===== src/rtl/mrfc_pkg.sv =====
// ----------------------------------------------------------------------------
// mrfc_pkg
// Shared types and constants for the Modbus RTU frame checker.
// ----------------------------------------------------------------------------
package mrfc_pkg;

    localparam int MAX_FRAME   = 256;

    localparam int BYTE_W      = 8;
    localparam int CRC_W       = 16;
    localparam int LEN_W       = 9;
    localparam int CFG_INDEX_W = 8;

    localparam logic [CRC_W-1:0]  CRC_INIT      = 16'hFFFF;
    localparam logic [CRC_W-1:0]  CRC_POLY      = 16'hA001;
    localparam logic [LEN_W-1:0]  MIN_VALID_LEN = 9'd4;
    localparam logic [LEN_W-1:0]  HEARTBEAT_LEN = 9'd7;
    localparam logic [BYTE_W-1:0] MAX_FUNCTION  = 8'd127;

    localparam logic [CFG_INDEX_W-1:0] CFG_MAX_ADDRESS        = 8'd0;
    localparam logic [CFG_INDEX_W-1:0] CFG_HEARTBEAT_ADDRESS  = 8'd1;
    localparam logic [CFG_INDEX_W-1:0] CFG_HEARTBEAT_FUNCTION = 8'd2;
    localparam logic [CFG_INDEX_W-1:0] CFG_HEARTBEAT_COUNT    = 8'd3;

    localparam logic [BYTE_W-1:0] RST_MAX_ADDRESS        = 8'd247;
    localparam logic [BYTE_W-1:0] RST_HEARTBEAT_ADDRESS  = 8'd1;
    localparam logic [BYTE_W-1:0] RST_HEARTBEAT_FUNCTION = 8'd3;
    localparam logic [BYTE_W-1:0] RST_HEARTBEAT_COUNT    = 8'd2;

    typedef struct packed {
        logic [BYTE_W-1:0] max_address;
        logic [BYTE_W-1:0] heartbeat_address;
        logic [BYTE_W-1:0] heartbeat_function;
        logic [BYTE_W-1:0] heartbeat_count;
    } t_cfg;

endpackage


===== src/rtl/mrfc_cfg_regs.sv =====
// ----------------------------------------------------------------------------
// mrfc_cfg_regs
// Configuration register file; writes to unknown indexes are dropped.
// ----------------------------------------------------------------------------
module mrfc_cfg_regs (
    input  logic                             i_clk,
    input  logic                             i_rst_n,
    input  logic                             i_cfg_valid,
    output logic                             o_cfg_ready,
    input  logic [mrfc_pkg::CFG_INDEX_W-1:0] i_cfg_index,
    input  logic [mrfc_pkg::BYTE_W-1:0]      i_cfg_data,
    output mrfc_pkg::t_cfg                   o_cfg
);

    mrfc_pkg::t_cfg r_cfg;
    mrfc_pkg::t_cfg n_cfg;

    assign o_cfg_ready = 1'b1;
    assign o_cfg       = r_cfg;

    always_comb begin
        n_cfg = r_cfg;
        if (i_cfg_valid) begin
            case (i_cfg_index)
                mrfc_pkg::CFG_MAX_ADDRESS:        n_cfg.max_address        = i_cfg_data;
                mrfc_pkg::CFG_HEARTBEAT_ADDRESS:  n_cfg.heartbeat_address  = i_cfg_data;
                mrfc_pkg::CFG_HEARTBEAT_FUNCTION: n_cfg.heartbeat_function = i_cfg_data;
                mrfc_pkg::CFG_HEARTBEAT_COUNT:    n_cfg.heartbeat_count    = i_cfg_data;
                default: ;
            endcase
        end
    end

    always_ff @(posedge i_clk) begin
        if (!i_rst_n) begin
            r_cfg.max_address        <= mrfc_pkg::RST_MAX_ADDRESS;
            r_cfg.heartbeat_address  <= mrfc_pkg::RST_HEARTBEAT_ADDRESS;
            r_cfg.heartbeat_function <= mrfc_pkg::RST_HEARTBEAT_FUNCTION;
            r_cfg.heartbeat_count    <= mrfc_pkg::RST_HEARTBEAT_COUNT;
        end else begin
            r_cfg <= n_cfg;
        end
    end

endmodule


===== config.mk =====
export PLATFORM = sky130hd
export DESIGN_NAME = mrfc_cfg_regs
export DESIGN_NICKNAME = d
export VERILOG_FILES = /design/src/rtl/mrfc_pkg.sv /design/src/rtl/mrfc_cfg_regs.sv
export SDC_FILE = /design/constraint.sdc
export NUM_CORES = 1
export LEC_CHECK = 0
export BUFFER_PORTS_ARGS = -buffer_cell sky130_fd_sc_hd__buf_2
export CAP_MARGIN = 10
export CORE_MARGIN = 4
export CORE_UTILIZATION = 51
export DETAILED_ROUTE_END_ITERATION = 10
export GPL_TIMING_DRIVEN = 0
export HOLD_SLACK_MARGIN = 0.1
export PLACE_DENSITY = 0.86
export SLEW_MARGIN = 20
export SYNTH_ARGS = -nofsm -noshare
export SYNTH_HDL_FRONTEND = slang
export SYNTH_SLANG_ARGS = --single-unit

===== constraint.sdc =====
create_clock -name i_clk -period 1.7 [get_ports i_clk]
set_input_delay 0.085 -clock i_clk [delete_from_list [all_inputs] [get_ports i_clk]]
set_output_delay 0.085 -clock i_clk [all_outputs]
set_load 0.005 [all_outputs]

### Yosys cells after proc, flatten, opt, wreduce, memory -nomap -nowiden

Index checks and enable logic that the tools add are counted.

* output and inout port bits: 33
* bits of input ports: 19
* flip-flop bits (word level): 32
* logic and storage cells: 12

* reduce and logical (&&, ||, !) cells: 5
* equal/unequal tests: 3

Operator list (number)
* == test 8 x 2 -> 1 bit, second input constant: 2
* == test 8 x 1 -> 1 bit, second input constant: 1
* logical NOT 8 bit: 1
* AND reduction 2 bit: 4

### Depth between registers and ports, before layout

* depth after elaboration: 2
* gate-level depth with buffers: 4
* depth with buffers taken out: 3

### Worst setup path after synthesis

Ideal clock, no wire load.

* path type: in2reg
* from: input i_cfg_index[6] (netlist bit)
* to: register r_cfg (netlist bit o_cfg[27])
* buffers on the path: 1
* required time: 1.628 ns
* path slack: 0.627 ns
* stages: 4
* setup time: 0.072 ns
* arrival time: 1.001 ns
* cell sequence: nor4b_4 -> and3b_2 -> buf_6 -> mux2i_1

* longest elaborated chain between the ends: 2

RTL lines
* start, declared: line mrfc_cfg_regs.sv:10 `input logic [mrfc_pkg::CFG_INDEX_W-1:0] i_cfg_index,`
* logical NOT 8 bit: line mrfc_cfg_regs.sv:24 `case (i_cfg_index)`
* AND reduction 2 bit (no line)
* end signal, assigned: line mrfc_cfg_regs.sv:41 `r_cfg <= n_cfg;`
* end, declared: line mrfc_cfg_regs.sv:15 `mrfc_pkg::t_cfg r_cfg;`

Every way passes these cells.
A chain may end at the register's enable or synchronous reset.

### Final worst setup path

* from: input i_cfg_index[0] (netlist bit)
* to: register r_cfg (netlist bit o_cfg[11])

* longest elaborated chain between the ends: 2

RTL lines (line)
* == test 8 x 2 -> 1 bit: mrfc_cfg_regs.sv:24
* AND reduction 2 bit (no line)

Every way passes these cells.

==> impl_metrics.csv <==
group,metric,value,unit
die,pin_count,52,
cells_and_area,layout_commonest_cell,"buf_2",
sta,max_freq,998.3,MHz
global_routing,overflow,0,
worst_setup_path,cpPeakStageDelay,420,ps
drt,wirelength,3079,um
power_and_ir_drop,swShare,22.51,%
worst_setup_path,worst_setup_path_end_kind,"register",
drt,firstDrtPassIters,2,
job,drv_cap,0,
power_and_ir_drop,pwr-share-seq,58.2,%
cells_and_area,final_layout_size_suffix_gt1_share,32.29,%
worst_setup_path,path_cells,"buf_2 -> nor4_1 -> nand3_2 -> mux2i_1",
die,row_count,18,
sta,slew_viol_final,0,
clock_network,clock_latency,330,ps
cells_and_area,n_antenna_cell,0,
clock_network,numCtsBuffers,5,
synthesis,postSynthCellCount,127,
placed_design,gp_congestion,0.7159,
die,core,0.002477,mm2
global_routing,grt_max_degree,11,
synthesis,syn-num-nets,146,
placed_design,place_hpwl,2392,um
clock_network,cts_root_buffer,"clkbuf_4",
sta,finClkSkew,0,ps
cells_and_area,mostFrequentLayoutCells,"buf_2, mux2i_1, dfxtp_1, nand2_1, nor2b_1",
drt,wl_per_cell,13.87,um
sta,hold_violations,0,
worst_setup_path,worst_ep_arrival_time,1260,ps
global_routing,grt_antenna_before_repair,0,
worst_setup_path,crit_type,"in2reg",
sta,rsz0062_at_grt,"false",
synthesis,syn_avg_cell_area,10.36,um2
power_and_ir_drop,vdd_drop_max,0.6423,mV
placed_design,port_buffers,49,
synthesis,synth.distinct_cells,15,
synthesis,ys_seq_area_share,48.67,%
clock_network,clk_pin_slew,90,ps
power_and_ir_drop,power_switching,0.2904,mW
worst_setup_path,path_max_fanout,8,
power_and_ir_drop,intPower,0.9998,mW
die,dieHeight,58.80,um
die,die_area,0.003457,mm2
drt,via_per_inst,5.099,
drt,via_count,1132,
power_and_ir_drop,p_leak,0.8846,nW
cells_and_area,area_delta_synth_final,32.03,%
hold_path,hold_class,"in2reg",
synthesis,yosysWarnings,0,
die,die_w,58.80,um
sta,tns,0,ps
power_and_ir_drop,p_per_area,742.4,mW/mm2
sta,fin_crit_sh,58.93,%
global_routing,grt_pass1_vias,1180,
worst_setup_path,critPathSlowestCell,"nor4_1",
status,status,"finished clean",
power_and_ir_drop,clkPwrFrac,34.6,%
clock_network,cts_resized,0,
die,start_util,53.13,%
worst_setup_path,required,1960,ps
drt,drcViolationCount,0,
cells_and_area,fillCellCount,201,
sta,period_minus_slack,1002,ps
clock_network,cts_buffer_depth,2,
cells_and_area,final_nets,210,
global_routing,grt_pass1_wl,5230,um
sta,finalSetupViolCount,0,
clock_network,htree_levels,2,
drt,drt_iter0_markers,27,
synthesis,ys_seq_elements,32,
drt,final_antenna_net_count,0,
clock_network,cts_tree,"built",
sta,whs,165.3,ps
cells_and_area,largest_reg_flops,32,
clock_network,clock_sinks,32,
synthesis,syn_area,0.001316,mm2
power_and_ir_drop,pwr-share-comb,7.3,%
global_routing,grt_use_total,20.40,%
worst_setup_path,startpoint_type,"input port",
==> worst paths after layout <==
kind,from,end,slack [ps],depth (start not counted)
max reg2reg,o_cfg[11],o_cfg[11],1040,2
max,i_cfg_index[0],o_cfg[11],700,4
min,i_cfg_index[0],o_cfg[5],170,3
min reg2reg,o_cfg[18],o_cfg[18],460,2
==> synthesized netlist by cell type <==
master    number  area share, %
nor3_1         1           0.38
buf_6          1           0.86
mux2i_1       32             24
nand4b_1       1           0.67
buf_4          2            1.1
dfxtp_1       32             49
nand2_1       29            8.3
conb_1         1           0.28
nor4b_4        1            1.8
nor4_1         1           0.48
nand4_4        1            1.6
and3b_2        1           0.76
nand3_2        1           0.76
clkbuf_1       5            1.4
nor2b_1       18            8.6
==> power by group through the flow <==
stage / Clock, mW / Combinational [mW] / Sequential (mW)
after detailed placement: 0 / 0.0796 / 0.768
after CTS: 0.460 / 0.0938 / 0.750
after floorplan: 0 / 0.0405 / 0.768
after global placement: 0 / 0.0758 / 0.768
final: 0.446 / 0.0940 / 0.750
after global routing: 0.501 / 0.104 / 0.751
==> through the flow <==
step	utilization (%)	area (um2)	instances	worst slack (ps)	total power, mW
after floorplan	-	1316	127	627.4	0.8084
after global placement	64.55	1599	206	425.0	0.8436
after detailed placement	64.55	1599	206	323.9	0.8475
after CTS	70.15	1738	222	690.6	1.304
after global routing	70.15	1738	222	606.8	1.355
final	70.15	1738	222	698.3	1.290
==> routing by layer <==
layer | global-route usage, % | vias up | wire length [um]
li1 | - | 550 | -
met1 | 21.25 | 529 | 1170
met2 | 34.54 | 42 | 1540
met3 | 7.895 | 11 | 276
met4 | 11.97 | 0 | 91
met5 | 0 | - | 0
==> cell families (layout without fill, tap and decap cells) <==
| family | after synthesis | count (layout) | share of synthesized area, % |
|---|---|---|---|
| muxes | 32 | 32 | 24.33 |
| and+or+nand+nor | 54 | 54 | 23.29 |
| buffers and inverters | 8 | 73 | 3.422 |
| DFF | 32 | 32 | 48.67 |
| other | 1 | 1 | 0.2849 |
==> final cells by class <==
| class | count | area (um2) | area share, % |
|---|---|---|---|
| timing repair buffer | 57 | 325.3 | 18.72 |
| buffer | 8 | 45.04 | 2.592 |
| clock buffer | 8 | 58.81 | 3.384 |
| multi-input combinational | 87 | 630.6 | 36.29 |
| sequential | 32 | 640.6 | 36.86 |
| tap | 30 | 37.54 | 2.160 |
==> timing repair <==
item | in CTS | in global routing
buffers inserted | 0 | 0
hold buffers | 8 | 0
hold endpoints to repair | 32 | 0
==> worst max-delay path: cells and delay by family <==
kind,cells,cell delay (ps)
simple gates,2,770
mux,1,280
buf+inv,1,130
Note: power is estimated with default switching activity, not from simulation.
